File: src/sv/sapq_pkg.sv
// Types and constants of the sorted priority queue.
package sapq_pkg;

  localparam int CAPACITY_DEF = 16;
  localparam int VALUE_W      = 32;
  localparam int COUNT_W      = 5;
  localparam int STATUS_W     = 2;
  localparam int OUT_USED_W   = COUNT_W + 1 + VALUE_W;
  localparam int OUT_DATA_W   = ((OUT_USED_W + 7) / 8) * 8;
  localparam int OUT_PAD_W    = OUT_DATA_W - OUT_USED_W;

  typedef enum logic [STATUS_W-1:0] {
    STATUS_OK        = 2'd0,
    STATUS_OVERFLOW  = 2'd1,
    STATUS_UNDERFLOW = 2'd2,
    STATUS_NOTFOUND  = 2'd3
  } sapq_status_t;

  typedef enum logic {
    CMD_INSERT = 1'b0,
    CMD_DELETE = 1'b1
  } sapq_cmd_t;

  typedef enum logic {
    ST_IDLE,
    ST_APPLY
  } sapq_state_t;

  // controller -> datapath strobes
  typedef struct packed {
    logic capture;  // latch item and per-cell compare flags
    logic apply;    // update cells and load the result register
  } sapq_ctl_t;

endpackage

File: src/sv/sapq_ctrl.sv
// Controller: two-state sequencer and result valid flag.
module sapq_ctrl (
  input  logic              clk,
  input  logic              rst_n,
  input  logic              in_tvalid,
  output logic              in_tready,
  output logic              out_tvalid,
  input  logic              out_tready,
  output sapq_pkg::sapq_ctl_t ctl
);

  sapq_pkg::sapq_state_t state_r, state_nxt;
  logic out_valid_r, out_valid_nxt;

  always_ff @(posedge clk) begin
    if (!rst_n) begin
      state_r     <= sapq_pkg::ST_IDLE;
      out_valid_r <= 1'b0;
    end else begin
      state_r     <= state_nxt;
      out_valid_r <= out_valid_nxt;
    end
  end

  always_comb begin
    state_nxt   = state_r;
    in_tready   = 1'b0;
    ctl.capture = 1'b0;
    ctl.apply   = 1'b0;
    unique case (state_r)
      sapq_pkg::ST_IDLE: begin
        // result slot must be free by the time APPLY writes it; nothing taken in reset
        in_tready = rst_n && (!out_valid_r || out_tready);
        if (in_tvalid && in_tready) begin
          ctl.capture = 1'b1;
          state_nxt   = sapq_pkg::ST_APPLY;
        end
      end
      sapq_pkg::ST_APPLY: begin
        ctl.apply = 1'b1;
        state_nxt = sapq_pkg::ST_IDLE;
      end
      default: state_nxt = sapq_pkg::ST_IDLE;
    endcase

    out_valid_nxt = out_valid_r;
    if (ctl.apply) begin
      out_valid_nxt = 1'b1;
    end else if (out_tready) begin
      out_valid_nxt = 1'b0;
    end
  end

  assign out_tvalid = out_valid_r;

endmodule

File: src/sv/sapq_dpath.sv
// Datapath: row of sorted cells with parallel compare and shift.
module sapq_dpath #(
  parameter int CAPACITY = sapq_pkg::CAPACITY_DEF
) (
  input  logic                            clk,
  input  logic                            rst_n,
  input  sapq_pkg::sapq_ctl_t             ctl,
  input  logic [sapq_pkg::VALUE_W-1:0]    in_tdata,
  input  logic                            in_tuser,
  output logic [sapq_pkg::OUT_DATA_W-1:0] out_tdata,
  output logic [sapq_pkg::STATUS_W-1:0]   out_tuser
);

  localparam int CNT_W = $clog2(CAPACITY + 1);

  logic signed [sapq_pkg::VALUE_W-1:0] entry_r   [CAPACITY];
  logic signed [sapq_pkg::VALUE_W-1:0] entry_nxt [CAPACITY];
  logic [CNT_W-1:0]                    count_r, count_nxt;

  logic                                op_r;
  logic signed [sapq_pkg::VALUE_W-1:0] val_r;
  logic [CAPACITY-1:0]                 lt_r, gt_r, lt_c, gt_c, eq_c, pos_m;
  logic                                found_r;

  logic [sapq_pkg::OUT_DATA_W-1:0]     out_tdata_r;
  logic [sapq_pkg::STATUS_W-1:0]       out_tuser_r;

  sapq_pkg::sapq_status_t              status;
  logic                                head_valid;
  logic signed [sapq_pkg::VALUE_W-1:0] head_value;

  // per-cell compare against the incoming value, masked to held entries
  always_comb begin
    for (int i = 0; i < CAPACITY; i++) begin
      lt_c[i] = (CNT_W'(i) < count_r) && (entry_r[i] < $signed(in_tdata));
      gt_c[i] = (CNT_W'(i) < count_r) && (entry_r[i] > $signed(in_tdata));
      eq_c[i] = (CNT_W'(i) < count_r) && (entry_r[i] == $signed(in_tdata));
    end
  end

  always_ff @(posedge clk) begin
    if (ctl.capture) begin
      op_r    <= in_tuser;
      val_r   <= $signed(in_tdata);
      lt_r    <= lt_c;
      gt_r    <= gt_c;
      found_r <= |eq_c;
    end
  end

  always_comb begin
    // insert point: first cell greater than the value, or first empty cell
    for (int i = 0; i < CAPACITY; i++) begin
      pos_m[i] = gt_r[i] || !(CNT_W'(i) < count_r);
    end

    for (int i = 0; i < CAPACITY; i++) begin
      entry_nxt[i] = entry_r[i];
    end
    count_nxt = count_r;
    status    = sapq_pkg::STATUS_OK;

    if (op_r == sapq_pkg::CMD_INSERT) begin
      if (count_r == CNT_W'(CAPACITY)) begin
        status = sapq_pkg::STATUS_OVERFLOW;
      end else begin
        entry_nxt[0] = pos_m[0] ? val_r : entry_r[0];
        for (int i = 1; i < CAPACITY; i++) begin
          if (pos_m[i-1]) begin
            entry_nxt[i] = entry_r[i-1];
          end else if (pos_m[i]) begin
            entry_nxt[i] = val_r;
          end
        end
        count_nxt = count_r + CNT_W'(1);
      end
    end else begin
      if (count_r == '0) begin
        status = sapq_pkg::STATUS_UNDERFLOW;
      end else if (!found_r) begin
        status = sapq_pkg::STATUS_NOTFOUND;
      end else begin
        // equal entries are contiguous; first match sits after all smaller ones
        for (int i = 0; i < CAPACITY - 1; i++) begin
          if (!lt_r[i]) begin
            entry_nxt[i] = entry_r[i+1];
          end
        end
        count_nxt = count_r - CNT_W'(1);
      end
    end

    head_valid = (count_nxt != '0);
    head_value = head_valid ? entry_nxt[0] : '0;
  end

  always_ff @(posedge clk) begin
    if (ctl.apply) begin
      for (int i = 0; i < CAPACITY; i++) begin
        entry_r[i] <= entry_nxt[i];
      end
      out_tuser_r <= status;
      out_tdata_r <= {{sapq_pkg::OUT_PAD_W{1'b0}}, head_value, head_valid,
                      sapq_pkg::COUNT_W'(count_nxt)};
    end
  end

  always_ff @(posedge clk) begin
    if (!rst_n) begin
      count_r <= '0;
    end else if (ctl.apply) begin
      count_r <= count_nxt;
    end
  end

  assign out_tdata = out_tdata_r;
  assign out_tuser = out_tuser_r;

endmodule

File: src/sv/sorted_array_priority_queue_unit.sv
// Top level of the sorted-array priority queue.
//
//  channel  | direction | tdata                         | tuser
//  ---------+-----------+-------------------------------+-----------------
//  in_      | sink      | value[31:0]                   | command (0 ins)
//  out_     | source    | count, head_valid, head_value | status[1:0]
//
//  For each item, the accept edge latches it with a compare of
//  every held cell against the value, then the APPLY state shifts the cell
//  row and loads the result register. One item is in work at a time.
//  rst_n (synchronous) clears the fill count and the sequencer; cell
//  contents are not reset. A waiting result holds while out_tready is low;
//  a new item is taken once the result register will be free.
module sorted_array_priority_queue_unit #(
  parameter int CAPACITY = sapq_pkg::CAPACITY_DEF
) (
  input  logic                            clk,
  input  logic                            rst_n,
  // in_: item in
  input  logic                            in_tvalid,
  output logic                            in_tready,
  input  logic [sapq_pkg::VALUE_W-1:0]    in_tdata,   // [31:0] value (signed)
  input  logic                            in_tuser,   // [0] command
  // out_: result item
  output logic                            out_tvalid,
  input  logic                            out_tready,
  output logic [sapq_pkg::OUT_DATA_W-1:0] out_tdata,  // [4:0] count, [5] head_valid,
                                                      // [37:6] head_value, [39:38] zero
  output logic [sapq_pkg::STATUS_W-1:0]   out_tuser   // [1:0] status
);

  sapq_pkg::sapq_ctl_t ctl;

  // sequencer: owns the handshakes
  sapq_ctrl u_ctrl (
    .clk        (clk),
    .rst_n      (rst_n),
    .in_tvalid  (in_tvalid),
    .in_tready  (in_tready),
    .out_tvalid (out_tvalid),
    .out_tready (out_tready),
    .ctl        (ctl)
  );

  // cell row, compare flags and result register
  sapq_dpath #(
    .CAPACITY (CAPACITY)
  ) u_dpath (
    .clk       (clk),
    .rst_n     (rst_n),
    .ctl       (ctl),
    .in_tdata  (in_tdata),
    .in_tuser  (in_tuser),
    .out_tdata (out_tdata),
    .out_tuser (out_tuser)
  );

endmodule

File: config.mk
export PLATFORM = sky130hd
export DESIGN_NAME = sorted_array_priority_queue_unit
export DESIGN_NICKNAME = d
export VERILOG_FILES = /design/src/sv/sapq_pkg.sv /design/src/sv/sapq_ctrl.sv /design/src/sv/sapq_dpath.sv /design/src/sv/sorted_array_priority_queue_unit.sv
export SDC_FILE = /design/constraint.sdc
export NUM_CORES = 2
export LEC_CHECK = 0
export BUFFER_PORTS_ARGS = -buffer_cell sky130_fd_sc_hd__buf_2
export CORE_AREA = 5 5 253 255
export CTS_CLUSTER_SIZE = 8
export DETAILED_ROUTE_END_ITERATION = 10
export DIE_AREA = 0 0 258 260
export PLACE_DENSITY = 0.86
export SYNTH_ARGS = -nofsm -noshare
export SYNTH_HDL_FRONTEND = slang
export SYNTH_SLANG_ARGS = --single-unit
File: constraint.sdc
create_clock -name clk -period 12.15 [get_ports clk]
set_clock_uncertainty 0.1 [all_clocks]
set_input_delay 0 -clock clk [delete_from_list [all_inputs] [get_ports clk]]
set_output_delay 0 -clock clk [all_outputs]
set_load 0.05 [all_outputs]
Word-level counts from Yosys, hierarchy flattened
Memories as Yosys holds them, arrays and structs flattened.
Index checks and enable logic that the tools add are counted.
Widths: inputs -> output; s select.

storage, ports and cells
  flip-flop bits (word level) = 112
  memory bits (writable) = 512
  output and inout port bits = 44
  word-level logic and storage cells = 234
  memories kept = 1

operators by class
  add/subtract/negate cells = 2
  $lt $le $gt $ge = 47
  equal/unequal tests = 17
  mux-type cells = 68
  bitwise gates (word level) = 1
  reduce and logical (&&, ||, !) cells = 87

memory list
  memory           words  bits a word  rd ports  clocked after memory_dff  wr ports  RTL line          text
  u_dpath.entry_r  16     32           16        0                         16        sapq_dpath.sv:16  logic signed [sapq_pkg::VALUE_W-1:0] entry_r [CAPACITY];

operators by type and width
  kind                 number
  $mux 32              47
  $mux 480             3
  $eq 32x32->1         16
  $gt 32x32->1         16
  $mux 512             1
  $lt 32x32->1         15
  $logic_and 1x1->1    49
  $lt 4x5->1 const A   8
  $lt 3x5->1 const A   4
  $mux 5               4
  $logic_not 1->1      17
  $logic_or 1x1->1     17
  $reduce_or 16->1     1
  $lt 1x5->1 const A   2
  $lt 2x5->1 const A   2
  $mux 1               9
  $mux 2               3
  $add 5x1->5 const B  1
  $eq 5x5->1 const B   1
  $logic_not 5->1      1
  $reduce_bool 5->1    1
  $sub 5x1->5 const B  1
  $pmux 1 s2           1
  $reduce_bool 2->1    1
  $not 1->1            1

Depth between registers and ports, before layout
  depth after elaboration = 7
  mapped depth = 11

Hierarchy
From an unflattened synthesis, not the netlist that was laid out.

unflattened totals
  cell total of the unflattened synthesis = 3857
  area, all modules = 41768.8 um2

by module, submodules not included
  module      times used  cells each  area each (um2)
  sapq_dpath  1           3848        41660.0
  sapq_ctrl   1           9           108.9

Worst setup path after synthesis
Ideal clock, no wire load.

  kind = reg-to-reg
  start point = register u_ctrl.state_r
  end point = memory u_dpath.entry_r[0][64] (netlist bit) (enable)
  library setup time = 470 ps
  arrival = 5127 ps
  slack = 6453 ps
  cell stages (with the launch flop) = 5
  buffers on the path = 2
  period minus slack after synthesis = 5697 ps
  cell sequence = dfxtp_1 > clkbuf_1 > nand2_1 > clkbuf_1 > a211oi_1

RTL lines
  what                      RTL line          text
  start: declaration        sapq_ctrl.sv:12   sapq_pkg::sapq_state_t state_r, state_nxt;
  start signal: assignment  sapq_ctrl.sv:17   state_r <= sapq_pkg::ST_IDLE;
  start signal: assignment  sapq_ctrl.sv:20   state_r <= state_nxt;
  end: declaration          sapq_dpath.sv:16

==> qor.yml <==
floorplan:
  rows: 91
  design.die.area_mm2: 0.0671
  fp.coreArea_mm2: 0.0614
  start_util: 0.684
  num_io_pins: 81
  die_h_um: 260
  die_x_um: 258
power_and_ir_drop:
  powerDensity_mw_per_mm2: 121
  ir_drop_mv: 0.115
  p_total_mw: 5.59
  leakagePower_nw: 16.9
sta:
  fin_crit_ns: 4.66
  slew_headroom: 0.171
  setup_viol: 0
  drv_slew: 0
  fin_setup_tns_ns: 0
  worst_slew_pin_slew_ns: 1.24
  rsz0062_at_grt: "no"
  hold_violations: 0
  max_freq_mhz: 215
  finalCritPeriodShare: 0.383
cts:
  cts.htree.levels: 3
  cts_tree: "done"
  cts_sinks: 624
  clock-root-buffer: "clkbuf_16"
  postCtsSetupBuffers: 0
  clkLatencyLatePin_ns: 0.63
  cts-resized-gates: 0
  clkTransAtPathRegs_ns: 0.05
  clk_path_buf_depth: 3
  numCtsBuffers: 87
grt:
  grt.overflow.total: 0
  antenna_found_initial: 0
  first_global_vias: 32700
  grt_max_degree: 248
  grt_pass1_wl_um: 173000
  grt_usage: 0.318
critical_path:
  critical_path.max_fanout: 103
  worstSetupEndpointType: "register"
  crit_required_ns: 12.37
  path_class: "register to register"
  start_kind: "register"
  arrival_ns: 4.87
drt:
  routed_wl_um: 111000
  dr_total_vias: 32800
  dr.first_iter.drc_count: 3257
  dr.pass1.iters: 6
  viasPerCell: 6.87
  final_antenna_net_count: 0
  drc: 0
  wl_per_cell_um: 23.2
synthesis:
  ys_seq_elements: 624
  synth_commonest_cells: "617 x edfxtp_1, 564 x mux2i_1, 557 x nand2_1, 515 x ha_1, 452 x o21ai_0"
  async_flop_share: 0
  netlist_instances: 3899
  yosysWarnings: 0
  ys.flop_type: "edfxtp_1"
  syn_avg_cell_area_um2: 10.8
  synth_top_area_cell: "edfxtp_1"
  synthDominantCellAreaShare: 0.441
  yosysUniqueCellTypes: 75
  syn_area_mm2: 0.0420
  netlist_top_cells_area: "edfxtp_1 44%, ha_1 15%, mux2i_1 13%"
  yosysMostFrequentCell: "edfxtp_1"
  seq_area_frac_synth: 0.445
  synth-edff-count: 617
run_status:
  status: "finished, final reports clean"
cells_and_area:
  final_nets: 4509
  final_core_util: 0.750
  antenna_cells: 0
  syn_to_final_growth_pct: 9.65
  layout-drive-gt1-share: 0.0767
  fin_cells: 4769
flow_run:
  drv_cap: 0
placement:
  place_hpwl_um: 78400
  gp_congestion: 0.887
  place_inst: 4614
  portBuffers: 78
hold_path:
  hp-class: "primary input to register"
-- routing by layer --
layer,GRT usage,vias up,routed length [um]
met3,0.0400,282,9640
li1,-,14900,-
met4,0.134,0,4510
met2,0.529,1785,52100
met1,0.425,15800,44400
met5,0,-,0
-- path summary, 6_finish.rpt --
kind | startpoint | to | cells past startpoint | slack (ns)
max | u_dpath.op_r$_DFFE_PP_ | u_dpath.entry_r[1][129]$_DFFE_PP_ | 6 | 7.49
min | in_tdata[28] | u_dpath.val_r[28]$_DFFE_PP_ | 2 | 0.02
max reg2reg | u_dpath.op_r$_DFFE_PP_ | u_dpath.entry_r[1][129]$_DFFE_PP_ | 6 | 7.49
min reg2reg | u_dpath.entry_r[1][243]$_DFFE_PP_ | u_dpath.entry_r[1][211]$_DFFE_PP_ | 2 | 0.46
-- per-stage QoR --
| stage | hold slack (ns) | setup WS (ns) | area (um^2) |
|---|---|---|---|
| after floorplan | -0.00113 | 6.45 | 42000 |
| after global placement | 0.0826 | 7.77 | 43200 |
| after detailed placement | 0.0786 | 7.69 | 43200 |
| after CTS | 0.00178 | 7.65 | 46000 |
| after global routing | 0.0194 | 7.32 | 46000 |
| final | 0.0186 | 7.49 | 46000 |
-- registers in the layout, summed over array words and instances, names as in the netlist --
name	flops
u_dpath.count_r	5
u_dpath.val_r	32
u_ctrl.out_tvalid	1
u_dpath.gt_r	16
u_dpath.entry_r	512
u_dpath.out_tuser	2
u_dpath.op_r	1
u_ctrl.state_r	1
u_dpath.lt_r	15
u_dpath.found_r	1
u_dpath.out_tdata	38
-- critical path, stage by stage, from the launching register on --
cell,delay [ns]
edfxtp_1,0.33
buf_4,0.53
buf_4,0.61
or2_4,0.67
buf_4,0.82
buf_4,0.83
o21ai_0,0.26
-- placed cells by master (no fill, tap or decap), drive strengths merged, types with 36 or more instances in the layout --
master,Yosys,final
edfxtp,617,617
mux2i,564,564
nand2,557,557
ha,515,515
o21ai,511,511
a21oi,212,212
buf,59,132
clkbuf,149,108
nand4,96,96
nor2,79,79
inv,66,68
nor2b,64,64
dlygate4sd3,0,44
nand3,41,41
a21o,36,36
-- cell families after synthesis --
logic type / share of synthesized area
buffers and inverters: 0.0273
AOI/OAI and AO/OA: 0.120
muxes: 0.143
DFF: 0.445
xor gates and xnor gates: 0.000417
other: 0.0000893
adders and majority gates: 0.154
and+or+nand+nor: 0.110
-- report_power, final --
group | switching (mW) | internal (mW)
sequential | 0.0861 | 2.48
clock | 0.899 | 1.31
combinational | 0.506 | 0.302
-- final cells by class --
type / count / area [um^2]
sequential: 624 / 18700
fill: 3833 / 15300
multi-input combinational: 3002 / 22500
inverter: 66 / 248
timing repair buffer: 176 / 1250
clock inverter: 3 / 33.8
clock buffer: 108 / 2320
tap: 790 / 988
-- repair_timing --
action,in CTS,in global routing
hold buffers,44,0
hold endpoints to repair,55,0
endpoints found under the setup margin,0,0
No activity file was read; power rests on OpenSTA's default activity.
